$ cat src/hw/rtl/modbus_reply_frame_channel_extractor_top_assert.svh
// Assertion macros for the frame extractor top level
`ifndef MODBUS_REPLY_FRAME_CHANNEL_EXTRACTOR_TOP_ASSERT_SVH
`define MODBUS_REPLY_FRAME_CHANNEL_EXTRACTOR_TOP_ASSERT_SVH

// same-cycle implication
`define MRFCE_ASSERT_IMP(label, clk, rst, ante, cons) \
   label: assert property (@(posedge clk) disable iff (rst) (ante) |-> (cons)) \
      else $error("%m: check failed");

// next-cycle implication
`define MRFCE_ASSERT_NXT(label, clk, rst, ante, cons) \
   label: assert property (@(posedge clk) disable iff (rst) (ante) |=> (cons)) \
      else $error("%m: check failed");

`endif

$ cat src/hw/rtl/mrfce_pkg.sv
`default_nettype none
package mrfce_pkg;
   localparam int DEF_MAX_CHANNELS = 8;
   localparam int RESULT_LIMIT     = 8;
   localparam int BYTE_W           = 8;
   localparam int WORD_W           = 32;
   localparam int INDEX_W          = 3;
   localparam int COUNT_W          = 4;
   localparam int CSR_INDEX_W      = 2;
   localparam int CSR_DATA_W       = 8;

   localparam logic [15:0] CRC_INIT = 16'hFFFF;
   localparam logic [15:0] CRC_POLY = 16'hA001;

   localparam logic [COUNT_W-1:0] RST_CHANNEL_COUNT   = 4'd8;
   localparam logic [BYTE_W-1:0]  RST_HEADER_ADDRESS  = 8'h01;
   localparam logic [BYTE_W-1:0]  RST_HEADER_FUNCTION = 8'h04;
   localparam logic [BYTE_W-1:0]  RST_HEADER_COUNT    = 8'h10;

   typedef enum logic [CSR_INDEX_W-1:0] {
      CSR_CHANNEL_COUNT   = 2'd0,
      CSR_HEADER_ADDRESS  = 2'd1,
      CSR_HEADER_FUNCTION = 2'd2,
      CSR_HEADER_COUNT    = 2'd3
   } csr_index_type;

   typedef enum logic [3:0] {
      PH_HUNT    = 4'b0001,
      PH_PAYLOAD = 4'b0010,
      PH_CRC_LO  = 4'b0100,
      PH_CRC_HI  = 4'b1000
   } phase_type;

   typedef struct packed {
      logic               bank;
      logic [COUNT_W-1:0] count;
   } cmd_type;

   typedef struct packed {
      logic valid;
      logic bank;
   } release_type;

   typedef struct packed {
      logic full;
      logic empty;
   } queue_status_type;

   typedef struct packed {
      logic [1:0] busy;
      logic       wbank;
   } front_status_type;

   function automatic logic [15:0] crc_feed(input logic [15:0] crc, input logic [7:0] b);
      logic [15:0] c;
      c = crc ^ {8'h00, b};
      for (int k = 0; k < 8; k++) begin
         c = c[0] ? ((c >> 1) ^ CRC_POLY) : (c >> 1);
      end
      return c;
   endfunction
endpackage
`default_nettype wire

$ cat src/hw/rtl/mrfce_req_if.sv
`default_nettype none
interface mrfce_req_if;
   import mrfce_pkg::*;
   logic              valid;
   logic              ready;
   logic [BYTE_W-1:0] data_byte;
   modport source (output valid, output data_byte, input ready);
   modport sink (input valid, input data_byte, output ready);
endinterface
`default_nettype wire

$ cat src/hw/rtl/mrfce_rsp_if.sv
`default_nettype none
interface mrfce_rsp_if;
   import mrfce_pkg::*;
   logic               valid;
   logic               ready;
   logic [INDEX_W-1:0] channel_index;
   logic [WORD_W-1:0]  channel_word;
   logic               last_word;
   modport source (output valid, output channel_index, output channel_word,
                   output last_word, input ready);
   modport sink (input valid, input channel_index, input channel_word,
                 input last_word, output ready);
endinterface
`default_nettype wire

$ cat src/hw/rtl/mrfce_front.sv
`default_nettype none
module mrfce_front #(
   parameter int MAX_CHANNELS = mrfce_pkg::DEF_MAX_CHANNELS,
   parameter int ADDR_W       = $clog2(2 * MAX_CHANNELS)
) (
   input  wire logic                             clock,
   input  wire logic                             reset,
   input  wire logic                             csr_we,
   input  wire mrfce_pkg::csr_index_type         csr_index,
   input  wire logic [mrfce_pkg::CSR_DATA_W-1:0] csr_wdata,
   input  wire logic                             in_valid,
   input  wire logic [mrfce_pkg::BYTE_W-1:0]     in_data,
   output logic                                  in_ready,
   output logic                                  wr_en,
   output logic [ADDR_W-1:0]                     wr_addr,
   output logic [mrfce_pkg::WORD_W-1:0]          wr_data,
   output logic                                  push,
   output mrfce_pkg::cmd_type                    push_cmd,
   input  wire mrfce_pkg::release_type           rel,
   output mrfce_pkg::front_status_type           fstat
);
   import mrfce_pkg::*;

   localparam int PAYLOAD_BYTES = 4 * MAX_CHANNELS;
   localparam int POS_W         = $clog2(PAYLOAD_BYTES + 1);
   localparam int EMIT_LIMIT    = (MAX_CHANNELS < RESULT_LIMIT) ? MAX_CHANNELS : RESULT_LIMIT;

   phase_type          phase_ff, phase_in;
   logic [POS_W-1:0]   pos_ff, pos_in;
   logic [15:0]        crc_ff, crc_in, crc_fed, hdr_crc;
   logic [BYTE_W-1:0]  crc_lo_ff, crc_lo_in;
   logic [1:0]         busy_ff, busy_in;
   logic               wbank_ff, wbank_in;
   logic [BYTE_W-1:0]  b0_ff, b0_in, b1_ff, b1_in, b2_ff, b2_in;
   logic [COUNT_W-1:0] cc_ff, cc_in, count_clip;
   logic [BYTE_W-1:0]  haddr_ff, haddr_in, hfunc_ff, hfunc_in, hcnt_ff, hcnt_in;
   logic               accept;

   assign in_ready = !(phase_ff == PH_PAYLOAD && busy_ff[wbank_ff]);
   assign accept   = in_valid && in_ready;

   assign count_clip = (cc_ff > COUNT_W'(EMIT_LIMIT)) ? COUNT_W'(EMIT_LIMIT) : cc_ff;

   // seed the frame CRC from the header as currently configured
   assign hdr_crc = crc_feed(crc_feed(crc_feed(CRC_INIT, haddr_ff), hfunc_ff), hcnt_ff);
   assign crc_fed = crc_feed(crc_ff, in_data);

   assign wr_addr  = ADDR_W'({1'b0, wbank_ff} * MAX_CHANNELS + pos_ff[POS_W-1:2]);
   assign wr_data  = {b2_ff, in_data, b0_ff, b1_ff};
   assign push_cmd = '{bank: wbank_ff, count: count_clip};
   assign fstat    = '{busy: busy_ff, wbank: wbank_ff};

   always_comb begin
      phase_in  = phase_ff;
      pos_in    = pos_ff;
      crc_in    = crc_ff;
      crc_lo_in = crc_lo_ff;
      wbank_in  = wbank_ff;
      b0_in     = b0_ff;
      b1_in     = b1_ff;
      b2_in     = b2_ff;
      wr_en     = 1'b0;
      push      = 1'b0;
      if (accept) begin
         case (phase_ff)
            PH_HUNT: begin
               if (pos_ff == POS_W'(0)) begin
                  pos_in = (in_data == haddr_ff) ? POS_W'(1) : POS_W'(0);
               end else if (pos_ff == POS_W'(1)) begin
                  if (in_data == hfunc_ff) begin
                     pos_in = POS_W'(2);
                  end else begin
                     pos_in = (in_data == haddr_ff) ? POS_W'(1) : POS_W'(0);
                  end
               end else begin
                  if (in_data == hcnt_ff) begin
                     phase_in = PH_PAYLOAD;
                     pos_in   = '0;
                     crc_in   = hdr_crc;
                  end else if (hfunc_ff == haddr_ff && in_data == hfunc_ff) begin
                     pos_in = POS_W'(2);
                  end else begin
                     pos_in = (in_data == haddr_ff) ? POS_W'(1) : POS_W'(0);
                  end
               end
            end
            PH_PAYLOAD: begin
               crc_in = crc_fed;
               case (pos_ff[1:0])
                  2'd0:    b0_in = in_data;
                  2'd1:    b1_in = in_data;
                  2'd2:    b2_in = in_data;
                  default: wr_en = 1'b1;
               endcase
               if (pos_ff == POS_W'(PAYLOAD_BYTES - 1)) begin
                  phase_in = PH_CRC_LO;
                  pos_in   = '0;
               end else begin
                  pos_in = pos_ff + POS_W'(1);
               end
            end
            PH_CRC_LO: begin
               crc_lo_in = in_data;
               phase_in  = PH_CRC_HI;
            end
            PH_CRC_HI: begin
               if ({in_data, crc_lo_ff} == crc_ff && count_clip != '0) begin
                  push     = 1'b1;
                  wbank_in = !wbank_ff;
               end
               phase_in  = PH_HUNT;
               pos_in    = '0;
               crc_in    = CRC_INIT;
               crc_lo_in = '0;
            end
            default: begin
               phase_in = PH_HUNT;
               pos_in   = '0;
               crc_in   = CRC_INIT;
            end
         endcase
      end
   end

   always_comb begin
      busy_in = busy_ff;
      if (rel.valid) begin
         busy_in[rel.bank] = 1'b0;
      end
      if (push) begin
         busy_in[wbank_ff] = 1'b1;
      end
   end

   always_comb begin
      cc_in    = cc_ff;
      haddr_in = haddr_ff;
      hfunc_in = hfunc_ff;
      hcnt_in  = hcnt_ff;
      if (csr_we) begin
         case (csr_index)
            CSR_CHANNEL_COUNT:   cc_in    = csr_wdata[COUNT_W-1:0];
            CSR_HEADER_ADDRESS:  haddr_in = csr_wdata;
            CSR_HEADER_FUNCTION: hfunc_in = csr_wdata;
            CSR_HEADER_COUNT:    hcnt_in  = csr_wdata;
            default: ;
         endcase
      end
   end

   always_ff @(posedge clock) begin
      if (reset) begin
         phase_ff  <= PH_HUNT;
         pos_ff    <= '0;
         crc_ff    <= CRC_INIT;
         crc_lo_ff <= '0;
         busy_ff   <= '0;
         wbank_ff  <= 1'b0;
         cc_ff     <= RST_CHANNEL_COUNT;
         haddr_ff  <= RST_HEADER_ADDRESS;
         hfunc_ff  <= RST_HEADER_FUNCTION;
         hcnt_ff   <= RST_HEADER_COUNT;
      end else begin
         phase_ff  <= phase_in;
         pos_ff    <= pos_in;
         crc_ff    <= crc_in;
         crc_lo_ff <= crc_lo_in;
         busy_ff   <= busy_in;
         wbank_ff  <= wbank_in;
         cc_ff     <= cc_in;
         haddr_ff  <= haddr_in;
         hfunc_ff  <= hfunc_in;
         hcnt_ff   <= hcnt_in;
      end
   end

   always_ff @(posedge clock) begin
      b0_ff <= b0_in;
      b1_ff <= b1_in;
      b2_ff <= b2_in;
   end
endmodule
`default_nettype wire

$ cat src/hw/rtl/mrfce_queue.sv
`default_nettype none
module mrfce_queue (
   input  wire logic                        clock,
   input  wire logic                        reset,
   input  wire logic                        push,
   input  wire mrfce_pkg::cmd_type          push_cmd,
   input  wire logic                        pop,
   output mrfce_pkg::cmd_type               head,
   output mrfce_pkg::queue_status_type      status
);
   import mrfce_pkg::*;

   cmd_type    entry_ff [2];
   logic       rd_ptr_ff, rd_ptr_in, wr_ptr_ff, wr_ptr_in;
   logic [1:0] fill_ff, fill_in;

   assign head   = entry_ff[rd_ptr_ff];
   assign status = '{full: fill_ff == 2'd2, empty: fill_ff == 2'd0};

   always_comb begin
      rd_ptr_in = pop ? !rd_ptr_ff : rd_ptr_ff;
      wr_ptr_in = push ? !wr_ptr_ff : wr_ptr_ff;
      fill_in   = fill_ff + {1'b0, push} - {1'b0, pop};
   end

   always_ff @(posedge clock) begin
      if (reset) begin
         rd_ptr_ff <= 1'b0;
         wr_ptr_ff <= 1'b0;
         fill_ff   <= '0;
      end else begin
         rd_ptr_ff <= rd_ptr_in;
         wr_ptr_ff <= wr_ptr_in;
         fill_ff   <= fill_in;
      end
   end

   always_ff @(posedge clock) begin
      if (push) begin
         entry_ff[wr_ptr_ff] <= push_cmd;
      end
   end
endmodule
`default_nettype wire

$ cat src/hw/rtl/mrfce_back.sv
`default_nettype none
module mrfce_back #(
   parameter int MAX_CHANNELS = mrfce_pkg::DEF_MAX_CHANNELS,
   parameter int ADDR_W       = $clog2(2 * MAX_CHANNELS)
) (
   input  wire logic                          clock,
   input  wire logic                          reset,
   input  wire logic                          wr_en,
   input  wire logic [ADDR_W-1:0]             wr_addr,
   input  wire logic [mrfce_pkg::WORD_W-1:0]  wr_data,
   input  wire mrfce_pkg::cmd_type            head,
   input  wire mrfce_pkg::queue_status_type   qstat,
   output logic                               pop,
   output mrfce_pkg::release_type             rel,
   output logic                               out_valid,
   input  wire logic                          out_ready,
   output logic [mrfce_pkg::INDEX_W-1:0]      out_index,
   output logic [mrfce_pkg::WORD_W-1:0]       out_word,
   output logic                               out_last
);
   import mrfce_pkg::*;

   localparam int DEPTH = 2 * MAX_CHANNELS;

   logic [WORD_W-1:0]  mem [DEPTH];
   logic [WORD_W-1:0]  rd_ff;
   logic [INDEX_W-1:0] h_ff, h_in, index_ff;
   logic               valid_ff, valid_in, last_ff;
   logic               advance, issue, last;
   logic [ADDR_W-1:0]  rd_addr;

   assign advance = !valid_ff || out_ready;
   assign issue   = advance && !qstat.empty;
   assign last    = ({1'b0, h_ff} + COUNT_W'(1)) == head.count;
   assign pop     = issue && last;
   assign rel     = '{valid: pop, bank: head.bank};
   assign rd_addr = ADDR_W'({1'b0, head.bank} * MAX_CHANNELS + h_ff);

   assign out_valid = valid_ff;
   assign out_index = index_ff;
   assign out_word  = rd_ff;
   assign out_last  = last_ff;

   always_comb begin
      valid_in = advance ? !qstat.empty : valid_ff;
      h_in     = h_ff;
      if (issue) begin
         h_in = last ? '0 : h_ff + INDEX_W'(1);
      end
   end

   always_ff @(posedge clock) begin
      if (reset) begin
         valid_ff <= 1'b0;
         h_ff     <= '0;
      end else begin
         valid_ff <= valid_in;
         h_ff     <= h_in;
      end
   end

   always_ff @(posedge clock) begin
      if (wr_en) begin
         mem[wr_addr] <= wr_data;
      end
      if (issue) begin
         rd_ff    <= mem[rd_addr];
         index_ff <= h_ff;
         last_ff  <= last;
      end
   end
endmodule
`default_nettype wire

$ cat src/hw/rtl/modbus_reply_frame_channel_extractor_top.sv
// Channel   Dir  Handshake            Payload
// req_ch    in   valid/ready          data_byte[7:0]
// rsp_ch    out  valid/ready          channel_index[2:0], channel_word[31:0], last_word
// csr_*     in   csr_we, no wait      csr_index[1:0], csr_wdata[7:0]
// One byte is taken per cycle unless the input stalls; the CRC unit folds in one byte a cycle.
// Good frames' words leave a two-bank word memory, read port registered, one per ready cycle.
// The input stalls at payload start while its target bank still holds unsent words of a frame.
// Reset is synchronous and active high; no clearing pass is needed.
`default_nettype none
module modbus_reply_frame_channel_extractor_top #(
   parameter int MAX_CHANNELS = mrfce_pkg::DEF_MAX_CHANNELS
) (
   input  wire logic                             clock,
   input  wire logic                             reset,
   mrfce_req_if.sink                             req_ch,
   mrfce_rsp_if.source                           rsp_ch,
   input  wire logic                             csr_we,
   input  wire mrfce_pkg::csr_index_type         csr_index,
   input  wire logic [mrfce_pkg::CSR_DATA_W-1:0] csr_wdata
);
   import mrfce_pkg::*;

   localparam int ADDR_W = $clog2(2 * MAX_CHANNELS);

   logic              wr_en, push, pop;
   logic [ADDR_W-1:0] wr_addr;
   logic [WORD_W-1:0] wr_data;
   cmd_type           push_cmd, head;
   release_type       rel;
   queue_status_type  q_status;
   front_status_type  fstat;

   mrfce_front #(.MAX_CHANNELS(MAX_CHANNELS), .ADDR_W(ADDR_W)) u_front (
      .clock     (clock),
      .reset     (reset),
      .csr_we    (csr_we),
      .csr_index (csr_index),
      .csr_wdata (csr_wdata),
      .in_valid  (req_ch.valid),
      .in_data   (req_ch.data_byte),
      .in_ready  (req_ch.ready),
      .wr_en     (wr_en),
      .wr_addr   (wr_addr),
      .wr_data   (wr_data),
      .push      (push),
      .push_cmd  (push_cmd),
      .rel       (rel),
      .fstat     (fstat)
   );

   mrfce_queue u_queue (
      .clock    (clock),
      .reset    (reset),
      .push     (push),
      .push_cmd (push_cmd),
      .pop      (pop),
      .head     (head),
      .status   (q_status)
   );

   mrfce_back #(.MAX_CHANNELS(MAX_CHANNELS), .ADDR_W(ADDR_W)) u_back (
      .clock     (clock),
      .reset     (reset),
      .wr_en     (wr_en),
      .wr_addr   (wr_addr),
      .wr_data   (wr_data),
      .head      (head),
      .qstat     (q_status),
      .pop       (pop),
      .rel       (rel),
      .out_valid (rsp_ch.valid),
      .out_ready (rsp_ch.ready),
      .out_index (rsp_ch.channel_index),
      .out_word  (rsp_ch.channel_word),
      .out_last  (rsp_ch.last_word)
   );

`include "modbus_reply_frame_channel_extractor_top_assert.svh"

   `MRFCE_ASSERT_IMP(a_push_room, clock, reset, push, !q_status.full)
   `MRFCE_ASSERT_IMP(a_write_free_bank, clock, reset, wr_en, !fstat.busy[fstat.wbank])
   `MRFCE_ASSERT_NXT(a_words_in_order, clock, reset,
      rsp_ch.valid && rsp_ch.ready && !rsp_ch.last_word,
      rsp_ch.valid && rsp_ch.channel_index == $past(rsp_ch.channel_index) + 3'd1)
endmodule
`default_nettype wire

$ cat src/flat_wrapper.sv
// flat-port wrapper written by rule: the top's interface ports become plain ports
module modbus_reply_frame_channel_extractor_top_flat import mrfce_pkg::*;
#(
   parameter int MAX_CHANNELS = mrfce_pkg::DEF_MAX_CHANNELS
)
  (clock, reset, csr_we, csr_index, csr_wdata, req_ch_valid, req_ch_data_byte, req_ch_ready, rsp_ch_valid, rsp_ch_channel_index, rsp_ch_channel_word, rsp_ch_last_word, rsp_ch_ready);
  mrfce_req_if req_ch_i ();
  mrfce_rsp_if rsp_ch_i ();
  input  wire logic clock;
  input  wire logic reset;
  input  wire logic csr_we;
  input  wire mrfce_pkg::csr_index_type csr_index;
  input  wire logic [mrfce_pkg::CSR_DATA_W-1:0] csr_wdata;
  input wire logic [$bits(req_ch_i.valid)-1:0] req_ch_valid;
  input wire logic [$bits(req_ch_i.data_byte)-1:0] req_ch_data_byte;
  output wire logic [$bits(req_ch_i.ready)-1:0] req_ch_ready;
  output wire logic [$bits(rsp_ch_i.valid)-1:0] rsp_ch_valid;
  output wire logic [$bits(rsp_ch_i.channel_index)-1:0] rsp_ch_channel_index;
  output wire logic [$bits(rsp_ch_i.channel_word)-1:0] rsp_ch_channel_word;
  output wire logic [$bits(rsp_ch_i.last_word)-1:0] rsp_ch_last_word;
  input wire logic [$bits(rsp_ch_i.ready)-1:0] rsp_ch_ready;
  assign req_ch_i.valid = req_ch_valid;
  assign req_ch_i.data_byte = req_ch_data_byte;
  assign req_ch_ready = req_ch_i.ready;
  assign rsp_ch_valid = rsp_ch_i.valid;
  assign rsp_ch_channel_index = rsp_ch_i.channel_index;
  assign rsp_ch_channel_word = rsp_ch_i.channel_word;
  assign rsp_ch_last_word = rsp_ch_i.last_word;
  assign rsp_ch_i.ready = rsp_ch_ready;
  modbus_reply_frame_channel_extractor_top #(.MAX_CHANNELS(MAX_CHANNELS)) u_core (.clock(clock), .reset(reset), .req_ch(req_ch_i), .rsp_ch(rsp_ch_i), .csr_we(csr_we), .csr_index(csr_index), .csr_wdata(csr_wdata));
endmodule
$ cat config.mk
export PLATFORM = sky130hd
export DESIGN_NAME = modbus_reply_frame_channel_extractor_top_flat
export DESIGN_NICKNAME = d
export VERILOG_FILES = /design/src/hw/rtl/mrfce_pkg.sv /design/src/hw/rtl/mrfce_req_if.sv /design/src/hw/rtl/mrfce_rsp_if.sv /design/src/hw/rtl/mrfce_front.sv /design/src/hw/rtl/mrfce_queue.sv /design/src/hw/rtl/mrfce_back.sv /design/src/hw/rtl/modbus_reply_frame_channel_extractor_top.sv /design/src/flat_wrapper.sv
export VERILOG_INCLUDE_DIRS = /design/src /design/src/hw/rtl
export SDC_FILE = /design/constraint.sdc
export NUM_CORES = 1
export LEC_CHECK = 0
export BUFFER_PORTS_ARGS = -buffer_cell sky130_fd_sc_hd__buf_2
export CORE_AREA = 2 2 210 212
export DETAILED_ROUTE_END_ITERATION = 10
export DIE_AREA = 0 0 212 214
export GPL_TIMING_DRIVEN = 0
export PLACE_DENSITY = 0.78
export SYNTH_ARGS = -nofsm -noshare
export SYNTH_HDL_FRONTEND = slang
export SYNTH_SLANG_ARGS = --single-unit
$ cat constraint.sdc
create_clock -name clock -period 9.6 [get_ports clock]
set_clock_uncertainty 0.1 [all_clocks]
set_input_delay 1.92 -clock clock [delete_from_list [all_inputs] [get_ports clock]]
set_output_delay 1.92 -clock clock [all_outputs]
set_load 0.01 [all_outputs]
---- Yosys cells after proc, flatten, opt, wreduce, memory -nomap -nowiden ----
Memories as Yosys holds them, arrays and structs flattened. A register that Yosys moved wholly into a read port is not among the register bits.
Cells that the tools add are included.
W data, S select, Z words.
storage, ports and cells
  output and inout bits ................... 38
  memories ................................ 2
  input port bits ......................... 23
  logic and storage cells ................. 201
  register bits ........................... 101
  RAM bits ................................ 522
memories
  name                     words  width  rd ports  clocked after memory_dff  wr ports  line               source
  u_core.u_back.mem        16     32     1         1                         1         mrfce_back.sv:25   logic [WORD_W-1:0] mem [DEPTH];
  u_core.u_queue.entry_ff  2      5      1         1                         1         mrfce_queue.sv:13  cmd_type entry_ff [2];
operators by class
  reductions and logical operators ........ 34
  equality and inequality tests ........... 21
  $lt $le $gt $ge ......................... 5
  $add $sub $neg .......................... 7
  bitwise logic cells ..................... 40
  mux-type cells .......................... 72
operators with widths
  kind                   number
  $mux W16               35
  $not A2 Y3             32
  $pmux W16 S3           1
  $xor A16 B8 Y16        3
  $eq A8 B8 Y1           4
  $mux W4                5
  $mux W6                3
  $pmux W6 S3            1
  $mux W1                17
  $eq A16 B16 Y1         1
  $not A8 Y16            1
  $pmux W8 S2            1
  $pmux W4 S3            1
  $reduce_and A2 Y1      6
  $reduce_and A3 Y1      4
  $mux W2                5
  $reduce_and A5 Y1      2
  $logic_and A1 B1 Y1    8
  $add A6 B1 Y6 const B  1
  $eq A2 B2 Y1 const B   3
  $eq A6 B1 Y1 const B   1
  $eq A6 B5 Y1 const B   1
  $logic_not A1 Y1       6
  $logic_not A2 Y1       3
  28 further kinds       34

---- Depth between registers and ports, before layout ----
  depth after elaboration ................. 55
  gate-level depth with buffers ........... 12

---- Cells and area by module ----
A second synthesis with hierarchy kept.
unflattened totals
  cell total of the unflattened synthesis .. 1,444
  area, all modules ....................... 26,341.5 um^2
by module, submodules not included
  module       area each (um^2)  cells each  instances
  mrfce_back   20,828.7          876         1
  mrfce_front  4,939.7           532         1
  mrfce_queue  573.0             36          1

---- Least setup slack after synthesis ----
OpenSTA, ideal clock, no wires.
  path type ............................... input-to-reg
  start ................................... input port req_ch_valid
  end ..................................... memory u_core.u_back.mem[5][0] (enable)
  arrival ................................. 4.054 ns
  slack ................................... 5.025 ns
  cell stages on the path ................. 5
  data required time ...................... 9.079 ns
  path through ............................ clkbuf_1 -> nand2_1 -> nor3_1 -> nand3b_1 -> nor2_1
between the ends
  word-level cells in the longest chain between the ends .. 4
RTL lines
  item                           line                source
  start, declared                flat_wrapper.sv:14  input wire logic [$bits(req_ch_i.valid)-1:0] req_ch_valid;
  $logic_and A1 B1 Y1            mrfce_front.sv:40   assign accept = in_valid && in_ready;
  $mux W1                        mrfce_front.sv:64   if (accept) begin
  $mux W1                        mrfce_back.sv:63    if (wr_en) begin
  $mux W1 (implied by the code)  mrfce_back.sv:64    mem[wr_addr] <= wr_data;
  end, declared                  mrfce_back.sv:25
Every way passes these cells.

---- Worst setup path after layout ----
  start ................................... input port req_ch_data_byte[2]
  end ..................................... register u_core.u_front.crc_ff[6]
between the ends
  word-level cells in the longest chain between the ends .. 3
RTL lines
  item                         line                source
  start, declared              flat_wrapper.sv:15  input wire logic [$bits(req_ch_i.data_byte)-1:0] req_ch_data_byte;
  $eq A8 B8 Y1                 mrfce_front.sv:76   if (in_data == hcnt_ff) begin
  $ne A2 B2 Y1 (no line)       n/a
  $reduce_and A5 Y1 (no line)  n/a
  end signal, assigned         mrfce_front.sv:166  crc_ff <= crc_in;
  end, declared                mrfce_front.sv:30   logic [15:0] crc_ff, crc_in, crc_fed, hdr_crc;
Every way passes these cells.
A chain may end at the register's enable or synchronous reset.

==> flow_summary.json <==
{
  "syn2layout_area_growth_pct": 12.93,
  "ys_seq_elements": 656,
  "drv_slew": 0,
  "maxCapViolations": 0,
  "first_global_vias": 14160,
  "cpMaxStageDelayCell": "nor4_1",
  "drive_gt1_share_pct": 22.58,
  "vdd_drop_max_mv": 0.1777,
  "cts.path.max_buffers": 3,
  "n_fill_cell": 2625,
  "numCtsBuffers": 61,
  "place_hpwl_um": 37360,
  "critical_path_buf_inv_count": 3,
  "drt_iter0_drc": 1918,
  "critPathMaxStageDelay_ns": 0.52,
  "rr_startpoint": "u_core.u_back.h_ff[0]",
  "initial_core_util_pct": 60.91,
  "grt_overflow": 0,
  "yosys_warnings": 0,
  "core_region_area_mm2": 0.04289,
  "post-route-period-util_pct": 48.99,
  "path_common_cell": "clkbuf_1",
  "hold_path.class": "reg2reg",
  "vias": 13940,
  "finalWeightedCongestion": 0.9028,
  "vias_per_cell": 6.461,
  "first_pass_iters": 5,
  "clk_pin_slew_ns": 0.06,
  "fin_setup_tns_ns": 0,
  "relSlewSlack_pct": 12.00,
  "die_h_um": 214,
  "yosys_most_used_dff": "edfxtp_1",
  "worstPathRequired_ns": 10.00,
  "cp_top_family": "buffers and inverters",
  "synthTopCellsByCount": "edfxtp_1 (582), mux4_2 (160), xnor2_1 (81)",
  "critPathArrivalTime_ns": 5.10,
  "wirelength_um": 63550,
  "post-cts-setup-buffer-count": 0,
  "grt_pass1_wl_um": 93250,
  "synthArstFlopShare_pct": 0,
  "period_needed_ns": 4.703,
  "worst_pin_slew_ns": 1.320,
  "ctsHtreeMaxLevel": 2,
  "grt_usage_pct": 28.84,
  "end_kind": "flop",
  "worstSetupPathType": "in2reg",
  "cts-root-buf": "clkbuf_16",
  "ys_types": 55,
  "min-delay-start": "u_core.u_back.h_ff[2]",
  "ctsHoldBuffers": 0,
  "status": "complete, no violations",
  "yosysTopAreaCellShare_pct": 66.90,
  "crit_start": "req_ch_data_byte[2]",
  "seq_area_mm2": 0.01896,
  "cts_sinks": 656,
  "synth_area_per_cell_um2": 18.88,
  "io_buffers": 58,
  "cp_max_fo": 20,
  "path_cells": "buf_2 -> clkbuf_1 -> xor2_1 -> nor4_1 -> a31oi_1 -> nor2_1 -> clkbuf_1 -> and3_1 -> o21bai_1",
  "synth_area_mm2": 0.02612,
  "cts_resized": 0,
  "die_w_um": 212,
  "synth.most_common_cell": "edfxtp_1",
  "clk_latency_ns": 0.62,
  "seq_area_frac_synth_pct": 72.57,
  "setup_viol": 0,
  "dieArea_mm2": 0.04537,
  "finalNetCount": 1553,
  "yosys-top-cells-area": "edfxtp_1 (67%), mux4_2 (14%), dfxtp_1 (5.7%)",
  "synth_nets": 1414,
  "grt_max_degree": 25,
  "ios": 61,
  "fp-row-count": 76,
  "synth_edf_count": 582,
  "yosys.area.top_type": "edfxtp_1",
  "ant_nets": 0,
  "multi_input_area_mm2": 0.006877,
  "timing.fmax_mhz": 212.6,
  "drc": 0,
  "antenna_found_initial": 1,
  "wl_per_cell_um": 29.45,
  "cp-start-kind": "input port",
  "p_leak_nw": 9.339,
  "power_per_cell_area_mw_per_mm2": 199.6,
  "tritoncts": "built",
  "hold_viol": 0,
  "utilization_pct": 68.79,
  "syn_inst": 1384,
  "rsz0062_at_grt": "false"
}
area by class of cell:
type                    instances  share of cell area [%]
flip-flops and latches        656                   64.26
multi-input cells             628                   23.31
clock buffers                  77                   5.479
well taps                     585                   2.481
repair buffers                 76                   2.214
plain buffers                  90                   1.281
clock inverters                35                  0.8397
inverters                      10                  0.1272
diodes                          1                0.008482
sequential cells by signal, summed over array words and instances, names as in the netlist, 6 cells and up, named ones only:
signal and count:
u_core.u_front.pos_ff 6, u_core.u_front.crc_lo_ff 8, u_core.u_back.out_word 32, u_core.u_front.b0_ff 8, u_core.u_front.b1_ff 8, u_core.u_front.hcnt_ff 8
u_core.u_front.b2_ff 8, u_core.u_front.crc_ff 16, u_core.u_back.mem 512, u_core.u_front.haddr_ff 8, u_core.u_front.hfunc_ff 8, u_core.u_queue.entry_ff 10
metrics by stage:
stage | std cells | total power, mW | hold WS (ns) | setup slack, ns | instance area, µm²
2_1_floorplan | 1384 | 3.538 | 0.3029 | 5.025 | 26120
3_3_place_gp | 2027 | 3.645 | 0.3297 | 3.090 | 27150
3_5_place_dp | 2044 | 3.655 | 0.3342 | 4.358 | 27620
4_1_cts | 2156 | 5.897 | 0.3533 | 4.607 | 29490
5_1_grt | 2158 | 6.055 | 0.3710 | 4.684 | 29500
6_report | 2158 | 5.889 | 0.3622 | 4.897 | 29500
power breakdown:
| group | switching [mW] | leakage, nW | internal [mW] |
|---|---|---|---|
| logic | 0.265 | 2.57 | 0.197 |
| clock network | 1.02 | 0.922 | 1.27 |
| registers | 0.0346 | 5.85 | 3.11 |
| total | 1.32 | 9.34 | 4.57 |
placed cells by master, fill, tap and decap left out, drive strengths merged, types with 5 or more instances in the layout:
| master | instances |
|---|---|
| mux4 | 160 |
| ha | 7 |
| nor2b | 8 |
| dfxtp | 74 |
| nand2 | 65 |
| o22ai | 10 |
| clkbuf | 148 |
| clkinv | 28 |
| nand2b | 8 |
| nand4 | 12 |
| a21oi | 34 |
| xor2 | 37 |
| buf | 95 |
| nor2 | 64 |
| xnor3 | 5 |
| nor4 | 6 |
| mux2i | 19 |
| xnor2 | 82 |
| inv | 12 |
| nand3b | 8 |
| o21ai | 11 |
| and3 | 13 |
| o21bai | 11 |
| nor3 | 10 |
| nand3 | 18 |
| edfxtp | 582 |
per-layer routing:
metal	track usage [%]	vias to the layer above	wire length (µm)
met3	6.040	138	6052
met2	48.30	898	32610
met1	38.51	7155	22990
met4	8.685	0	1896
met5	0	-	0
li1	-	5752	-
worst paths after layout:
kind                                 to  slack [ns]  cells past startpoint
max            u_core.u_front.crc_ff[6]        4.90                      9
min          u_core.u_back.out_index[2]        0.36                      0
max reg2reg  u_core.u_back.out_word[21]        5.52                      5
min reg2reg  u_core.u_back.out_index[2]        0.36                      0
kinds of logic after synthesis:
kind of cell               Yosys count  share of synthesized area, %
AOI/OAI and AO/OA                   89                         2.155
xor gates and xnor gates           126                         4.641
adders and majority gates            7                        0.3352
buffers and inverters              100                         1.590
DFF                                656                         72.57
muxes                              180                         14.56
and+or+nand+nor                    226                         4.143
(Power assumes the default switching activity.)
